--- config.mk ---
export PLATFORM = sky130hd
export DESIGN_NAME = key_short_long_press_detector
export DESIGN_NICKNAME = d
export VERILOG_FILES = /design/src/design/kslpd_pkg.sv /design/src/design/key_short_long_press_detector.sv
export SDC_FILE = /design/constraint.sdc
export NUM_CORES = 1
export LEC_CHECK = 0
export ABC_AREA = 0
export ABC_CLOCK_PERIOD_IN_PS = 3600
export BUFFER_PORTS_ARGS = -buffer_cell sky130_fd_sc_hd__buf_2
export CAP_MARGIN = 10
export CORE_MARGIN = 8
export CORE_UTILIZATION = 53
export CTS_CLUSTER_SIZE = 10
export DETAILED_ROUTE_END_ITERATION = 6
export PLACE_DENSITY_LB_ADDON = 0.12
export REMOVE_ABC_BUFFERS = 1
export SYNTH_ARGS = -nofsm -noshare
export SYNTH_HDL_FRONTEND = slang
export SYNTH_SLANG_ARGS = --single-unit
--- constraint.sdc ---
create_clock -name clk -period 3.6 [get_ports clk]
set_input_delay 0.72 -clock clk [delete_from_list [all_inputs] [get_ports clk]]
set_output_delay 0.72 -clock clk [all_outputs]
set_load 0.1 [all_outputs]
--- src/design/kslpd_pkg.sv ---
// shared types and constants for the key short / long press detector
package kslpd_pkg;

  // number of key lines that take part in detection
  localparam int KEY_COUNT = 16;

  // width of the key bitmap ports
  localparam int KEY_W = 16;

  // width of the hold counter
  localparam int HOLD_W = 17;

  // width of the configuration data word
  localparam int CFG_DATA_W = 16;

  // width of the configuration register index
  localparam int CFG_INDEX_W = 2;

  // mask of the key lines in use
  localparam logic [KEY_W-1:0] KEY_MASK =
    KEY_W'((64'd1 << KEY_COUNT) - 64'd1);

  // configuration register indexes
  typedef enum logic [CFG_INDEX_W-1:0] {
    REG_LONG_PRESS_ENABLE  = 2'd0,
    REG_LONG_PRESS_TICKS   = 2'd1,
    REG_HOLD_TIMEOUT_TICKS = 2'd2
  } cfg_reg_t;

  // press kind codes
  localparam logic KIND_SHORT = 1'b0;
  localparam logic KIND_LONG  = 1'b1;

  // reset values of the configuration registers
  localparam logic                  RESET_LONG_PRESS_ENABLE  = 1'b1;
  localparam logic [CFG_DATA_W-1:0] RESET_LONG_PRESS_TICKS   = 16'd100;
  localparam logic [CFG_DATA_W-1:0] RESET_HOLD_TIMEOUT_TICKS = 16'd1000;

endpackage

--- src/design/key_short_long_press_detector.sv ---
// Key short / long press detector: one scan bitmap per item. Throughput is one item
// per clock cycle while the output is not stalled; an item is captured in the input
// register, then the press logic compares it against the held bitmap and hold
// counter and loads the result register, which also updates the state. An item
// gives at most one result; with long-press mode on, a release before the threshold
// reports a short press of the held keys, and a hold past the threshold reports one
// long press, rearmed on release. A hold past the timeout clears the counter. With
// long-press mode off, every new non-empty bitmap is reported as a short press.
// Configuration writes are always accepted and should be made while the block is idle.
module key_short_long_press_detector
  import kslpd_pkg::*;
(
  input  logic                   clk,
  input  logic                   rst,
  input  logic                   in_valid,
  output logic                   in_ready,
  input  logic [KEY_W-1:0]       pressed_keys,
  output logic                   out_valid,
  input  logic                   out_ready,
  output logic [KEY_W-1:0]       event_keys,
  output logic                   press_kind,
  input  logic                   cfg_valid,
  output logic                   cfg_ready,
  input  logic [CFG_INDEX_W-1:0] cfg_index,
  input  logic [CFG_DATA_W-1:0]  cfg_data
);

  // configuration registers
  logic                  long_press_enable;
  logic [CFG_DATA_W-1:0] long_press_ticks;
  logic [CFG_DATA_W-1:0] hold_timeout_ticks;

  // input register
  logic             s1_valid;
  logic [KEY_W-1:0] s1_keys;

  // detector state
  logic [KEY_W-1:0]  held_keys;
  logic [HOLD_W-1:0] hold_count;
  logic              long_reported;

  logic [KEY_W-1:0]  held_keys_next;
  logic [HOLD_W-1:0] hold_count_next;
  logic              long_reported_next;
  logic              emit;
  logic [KEY_W-1:0]  emit_keys;
  logic              emit_kind;
  logic [KEY_W-1:0]  keys;
  logic              advance;
  logic              fire;

  // handshake control
  assign advance   = !out_valid || out_ready;
  assign fire      = s1_valid && advance;
  assign in_ready  = !s1_valid || advance;
  assign cfg_ready = 1'b1;

  // configuration writes
  always_ff @(posedge clk) begin
    if (rst) begin
      long_press_enable  <= RESET_LONG_PRESS_ENABLE;
      long_press_ticks   <= RESET_LONG_PRESS_TICKS;
      hold_timeout_ticks <= RESET_HOLD_TIMEOUT_TICKS;
    end else if (cfg_valid) begin
      case (cfg_reg_t'(cfg_index))
        REG_LONG_PRESS_ENABLE:  long_press_enable  <= cfg_data[0];
        REG_LONG_PRESS_TICKS:   long_press_ticks   <= cfg_data;
        REG_HOLD_TIMEOUT_TICKS: hold_timeout_ticks <= cfg_data;
        default: ;
      endcase
    end
  end

  // input register
  always_ff @(posedge clk) begin
    if (rst) begin
      s1_valid <= 1'b0;
    end else if (in_ready) begin
      s1_valid <= in_valid;
    end
  end

  always_ff @(posedge clk) begin
    if (in_ready && in_valid) begin
      s1_keys <= pressed_keys;
    end
  end

  // press detection for the item in the input register
  always_comb begin
    keys               = s1_keys & KEY_MASK;
    held_keys_next     = held_keys;
    hold_count_next    = hold_count;
    long_reported_next = long_reported;
    emit               = 1'b0;
    emit_keys          = held_keys;
    emit_kind          = KIND_SHORT;
    if (long_press_enable) begin
      if (hold_count > {1'b0, hold_timeout_ticks}) begin
        // timeout clears the counter only
        hold_count_next = '0;
      end else if (hold_count > {1'b0, long_press_ticks}) begin
        if (!long_reported) begin
          emit               = 1'b1;
          emit_kind          = KIND_LONG;
          long_reported_next = 1'b1;
        end else if (keys == '0) begin
          // release rearms the long press
          held_keys_next     = '0;
          hold_count_next    = '0;
          long_reported_next = 1'b0;
        end
      end else if (keys != held_keys) begin
        // release before the threshold is a short press
        if (keys == '0) begin
          emit = 1'b1;
        end
        held_keys_next  = keys;
        hold_count_next = '0;
      end else if (keys != '0) begin
        hold_count_next = hold_count + HOLD_W'(1);
      end
    end else begin
      // edge mode reports each new non-empty bitmap
      if (keys != held_keys) begin
        if (keys != '0) begin
          emit      = 1'b1;
          emit_keys = keys;
        end
        held_keys_next = keys;
      end
    end
  end

  // state update
  always_ff @(posedge clk) begin
    if (rst) begin
      held_keys     <= '0;
      hold_count    <= '0;
      long_reported <= 1'b0;
    end else if (fire) begin
      held_keys     <= held_keys_next;
      hold_count    <= hold_count_next;
      long_reported <= long_reported_next;
    end
  end

  // result register
  always_ff @(posedge clk) begin
    if (rst) begin
      out_valid <= 1'b0;
    end else if (advance) begin
      out_valid <= fire && emit;
    end
  end

  always_ff @(posedge clk) begin
    if (fire && emit) begin
      event_keys <= emit_keys;
      press_kind <= emit_kind;
    end
  end

  // a long press leaves the long-reported flag set
  a_long_sets_flag: assert property (@(posedge clk) disable iff (rst)
    fire && emit && emit_kind == KIND_LONG |=> long_reported)
    else $error("long press reported without setting the flag");

  // long presses come only from long-press mode
  a_long_needs_mode: assert property (@(posedge clk) disable iff (rst)
    fire && emit && emit_kind == KIND_LONG |-> long_press_enable)
    else $error("long press reported in edge mode");

  // the hold counter never goes past one above the largest threshold
  a_hold_bound: assert property (@(posedge clk) disable iff (rst)
    hold_count <= HOLD_W'(17'h10000))
    else $error("hold counter out of range");

  // edge mode never reports an empty bitmap
  a_edge_nonempty: assert property (@(posedge clk) disable iff (rst)
    fire && emit && !long_press_enable |-> emit_keys != '0)
    else $error("empty bitmap reported in edge mode");

  // a result is loaded only when the output side has room
  a_no_overwrite: assert property (@(posedge clk) disable iff (rst)
    out_valid && !out_ready |=> $stable(held_keys) && $stable(hold_count))
    else $error("state changed while the result was stalled");

endmodule

* Yosys cells after proc, flatten, opt, wreduce, memory -nomap -nowiden
Cells that the tools add are included.
Widths: inputs -> output; s select.
** Word-level totals
- Flip-flop bits (word level) :: 102
- Word-level logic and storage cells :: 68
- Output and inout port bits :: 20
** Operators by class
- Add/sub/neg operators :: 1
- Bitwise operators :: 3
- $lt $le $gt $ge :: 2
- Equality and inequality tests :: 8
- Reductions and logical operators :: 18
- Muxes and demuxes :: 25
** Operator list (count)
- $mux 16 :: 9
- $mux 17 :: 6
- $gt 17x16->1 :: 2
- $add 17x1->17 const B :: 1
- $logic_not 16->1 :: 1
- $ne 16x16->1 :: 1
- $reduce_bool 16->1 :: 1
- $mux 1 :: 10
- $reduce_and 4->1 :: 2
- $ne 3x2->1 const B :: 2
- $ne 3x3->1 const B :: 2
- $reduce_and 2->1 :: 3
- $reduce_and 5->1 :: 1
- $reduce_bool 4->1 :: 1
- $logic_and 1x1->1 :: 3
- $not 1->1 :: 3
- $reduce_or 3->1 :: 1
- $eq 2x1->1 const B :: 1
- $eq 2x2->1 const B :: 1
- $logic_not 1->1 :: 2
- $logic_not 2->1 :: 1
- $logic_or 1x1->1 :: 2
- $ne 2x2->1 const B :: 1

* Logic depth before layout (Yosys ltp)
- Depth in word-level cells :: 7
- Gate-level depth with buffers :: 11
- Depth with buffers taken out :: 9

* Worst setup path after synthesis
No wires, ideal clock.
- Path type :: register to register
- Start :: reg long_press_ticks[15]
- End :: reg event_keys[0] (enable)
- Cell stages (with the launch flop) :: 11
- Setup slack :: 0.213 ns
- Required time :: 3.203 ns
- Arrival :: 2.991 ns
- Cells stage by stage :: dfxtp_1 inv_1 ha_1 nand4b_4 nor4_2 o31ai_1 a31oi_4 buf_2 mux2i_1 nand3_1 a21oi_1
** On the way
- Word-level cells in the longest chain between the ends :: 5
** RTL lines
- start: declaration :: line key_short_long_press_detector.sv:30 : logic [CFG_DATA_W-1:0] long_press_ticks;
- start signal: assignment :: line key_short_long_press_detector.sv:67 : REG_LONG_PRESS_TICKS: long_press_ticks <= cfg_data;
- $gt 17x16->1 :: line key_short_long_press_detector.sv:102 : end else if (hold_count > {1'b0, long_press_ticks}) begin
- $mux 1 :: line key_short_long_press_detector.sv:102
- $mux 1 :: line key_short_long_press_detector.sv:99 : if (hold_count > {1'b0, hold_timeout_ticks}) begin
- $mux 1 :: line key_short_long_press_detector.sv:98 : if (long_press_enable) begin
- $logic_and 1x1->1 :: line key_short_long_press_detector.sv:158 : if (fire && emit) begin
- end signal: assignment :: line key_short_long_press_detector.sv:159 : event_keys <= emit_keys;
- end: declaration :: line key_short_long_press_detector.sv:20 : output logic [KEY_W-1:0] event_keys,
Every way passes these cells.
A chain may end at the register's enable or synchronous reset.

* Worst setup path in the final report
- Start :: reg hold_count[14]
- End :: reg event_keys[15] (enable)
** On the way
- Word-level cells in the longest chain between the ends :: 5
** RTL lines
- start: declaration :: line key_short_long_press_detector.sv:39 : logic [HOLD_W-1:0] hold_count;
- start signal: assignment :: line key_short_long_press_detector.sv:143 : hold_count <= hold_count_next;
- $gt 17x16->1 :: line key_short_long_press_detector.sv:102
- $mux 1 :: line key_short_long_press_detector.sv:102
- $mux 1 (*) :: line key_short_long_press_detector.sv:99
- $mux 1 (*) :: line key_short_long_press_detector.sv:98
- $logic_and 1x1->1 (*) :: line key_short_long_press_detector.sv:158
Every way passes the cells marked *; elsewhere a longest branch is shown, timed or not.

==> flow_metrics.env <==
export IMPL_status="finished clean"
export IMPL_diodes=0
export IMPL_cp_start_kind="flip-flop"
export IMPL_rows=37
export IMPL_seqPwrFrac=0.562
export IMPL_start_util=0.5429
export IMPL_place_area_um2=5998
export IMPL_tns_ns=0
export IMPL_yosys_cell_count_top_type="nand2_1"
export IMPL_power_uw=2228
export IMPL_combPwrFrac=0.092
export IMPL_core_um2=10280
export IMPL_nNetsFinal=715
export IMPL_hold_path_end="long_press_ticks[15]"
export IMPL_clock_sinks=102
export IMPL_worstPathArrival_ns=3.16
export IMPL_maxSlewHeadroom=0.4263
export IMPL_crit_fanout=17
export IMPL_wl_per_cell_um=16.42
export IMPL_cts_buffer_depth=2
export IMPL_die_y_um=118.6
export IMPL_clockPowerShare=0.346
export IMPL_dp_cells=768
export IMPL_reg2reg_slack_ns=0.50
export IMPL_htree_levels=3
export IMPL_fin_crit_sh=0.8597
export IMPL_worstReg2RegStart="hold_count[14]"
export IMPL_fin_area_um2=6212
export IMPL_synth_edf_count=33
export IMPL_setup_viol=0
export IMPL_ys_seq_elements=102
export IMPL_n_fill_cell=943
export IMPL_cellLeakagePower_uw=0.002377
export IMPL_power_switching_uw=533.4
export IMPL_clk_transition_reported_paths_ns=0.09
export IMPL_cp_data_required_time_ns=3.66
export IMPL_hold_buffers=0
export IMPL_grt_pass1_wl_um=21260
export IMPL_slew_violations=0
export IMPL_yosysTopAreaCellShare=0.2476
export IMPL_dr_pass1_iters=5
export IMPL_fin_crit_ns=3.095
export IMPL_yosysSeqAreaShare=0.4252
export IMPL_r2r_end="event_keys[15]"
export IMPL_synth_ff_type="dfxtp_1"
export IMPL_holdPathStages=2
export IMPL_synth_area_top_cells="dfxtp_1 (25%), edfxtp_1 (18%), ha_1 (7.4%), nand2_1 (6.3%), a21oi_1 (5.7%)"
export IMPL_grt_max_degree=61
export IMPL_swShare=0.2393
export IMPL_area_growth_pct=11.35
export IMPL_port_buffer_count=57
export IMPL_grt_overflow=0
export IMPL_power_density_nw_per_um2=358.7
export IMPL_hold_start="long_press_ticks[15]"
export IMPL_synth_cell_types=60
export IMPL_numCtsBuffers=9
export IMPL_post_cts_setup_buffers=0
export IMPL_grt_usage=0.1821
export IMPL_cts_root_buf="clkbuf_8"
export IMPL_die_area_um2=14070
export IMPL_finalHoldViolations=0
export IMPL_cts_tree="done"
export IMPL_insertion_delay_ns=0.38
export IMPL_vias=4460
export IMPL_async_flop_share=0
export IMPL_max_cap_viol_count=0
export IMPL_peakVddDrop_uv=270.9
export IMPL_crit_type="flip-flop to flip-flop"
export IMPL_ioPinCount=59
export IMPL_drive_gt1_frac=0.1991
export IMPL_antenna_found_initial=0
export IMPL_dieWidth_um=118.6
export IMPL_dp_hpwl_um=9346
export IMPL_hold_path_class="flip-flop to flip-flop"
export IMPL_drc=0
export IMPL_netlist_area_um2=5579
export IMPL_grt_pass1_vias=4213
export IMPL_synth_cells=596
export IMPL_crit_path_end_kind="flip-flop"
export IMPL_routed_wl_um=12880
export IMPL_tightest_slew_ns=0.8606
export IMPL_p_int_uw=1695
export IMPL_synth_avg_cell_area_um2=9.361
export IMPL_cts_repair_resized=0
export IMPL_instances_no_fill=784
export IMPL_yosysTopAreaCell="dfxtp_1"
export IMPL_drtAntennaViolNets=0
export IMPL_yosys_warnings=0
export IMPL_viasPerCell=5.689
export IMPL_grt_setup_unrepaired="no"
export IMPL_reg2regPathDepth=9
export IMPL_finalClockSkew_ns=0.008943
export IMPL_gp_congestion=0.8565
export IMPL_netlist_top_cells_count="nand2_1 (93), dfxtp_1 (69), a21oi_1 (63)"
export IMPL_max_freq_mhz=323.1
export IMPL_drtIter0Drc=349
[metrics by stage]
step           setup slack, ns  hold slack, ns    util
2_1_floorplan          -0.4426          0.4303       -
3_3_place_gp            0.5478          0.4450  0.5836
3_5_place_dp            0.4979          0.4505  0.5836
4_1_cts                 0.4748          0.4636  0.6045
5_1_grt                 0.2136          0.4840  0.6045
6_report                0.5050          0.4608  0.6045
[kinds of logic (layout without fill, tap and decap cells)]
group,Yosys count,after routing,synth area share
simple gates,227,227,0.2294
flops,102,102,0.4252
fa+ha+maj,33,33,0.07401
xor+xnor,16,16,0.02512
mux,19,19,0.03768
compound gates,125,125,0.1518
buf+inv,73,125,0.05606
other cells,1,1,0.0006722
[cell usage in the layout (no fill, tap or decap), types with 13 or more instances in the layout]
cell type / instances
a21oi_1: 62
buf_2: 57
buf_4: 15
dfxtp_1: 69
edfxtp_1: 33
ha_1: 33
inv_1: 36
mux2_2: 16
nand2_1: 93
nor2_1: 32
nor4b_1: 22
o21ai_0: 13
xnor2_1: 16
[power groups by stage]
stage	logic (uW)	registers (uW)	clock network, uW
after CTS	207	1250	796
after global placement	199	1280	0
after global routing	228	1260	832
final	206	1250	771
after detailed placement	206	1280	0
after floorplan	123	1280	0
[sequential cells by signal, summed over array words and instances (netlist names)]
register / flops
out_valid: 1
held_keys: 16
press_kind: 1
long_press_enable: 1
event_keys: 16
keys: 16
s1_valid: 1
long_reported: 1
long_press_ticks: 16
hold_timeout_ticks: 16
hold_count: 17
[worst max-delay path by stage]
stage,end,cells past startpoint,startpoint
after floorplan,event_keys[0],5,keys[10]
after global placement,event_keys[15],9,hold_count[14]
after detailed placement,event_keys[15],9,hold_count[14]
after CTS,event_keys[13],9,hold_count[14]
after global routing,event_keys[13],9,hold_count[14]
final,event_keys[15],9,hold_count[14]
[area by class of cell]
cell class,count,area [um2],area share
Clock inverter,3,40.04,0.006445
Multi-Input combinational cell,421,2919,0.4699
Inverter,37,138.9,0.02236
Clock buffer,13,173.9,0.02800
Sequential cell,102,2372,0.3819
Tap cell,136,170.2,0.02739
Timing Repair Buffer,72,397.9,0.06405
[worst max-delay path, stage by stage, from the launching register on]
cell and delay (ns):
dfxtp_1 0.39, ha_1 0.37, nand4b_4 0.13, nor4_2 0.36, o31ai_1 0.17, a31oi_4 0.50
mux2i_1 0.31, nand3_1 0.12, a21oi_2 0.15, buf_4 0.28
[per-layer routing]
layer	GRT usage	wire [um]
met1	0.2522	6352
met2	0.2783	5823
met3	0.04712	595
met4	0.04032	104
met5	0	0
No activity file was read; power rests on OpenSTA's default activity.
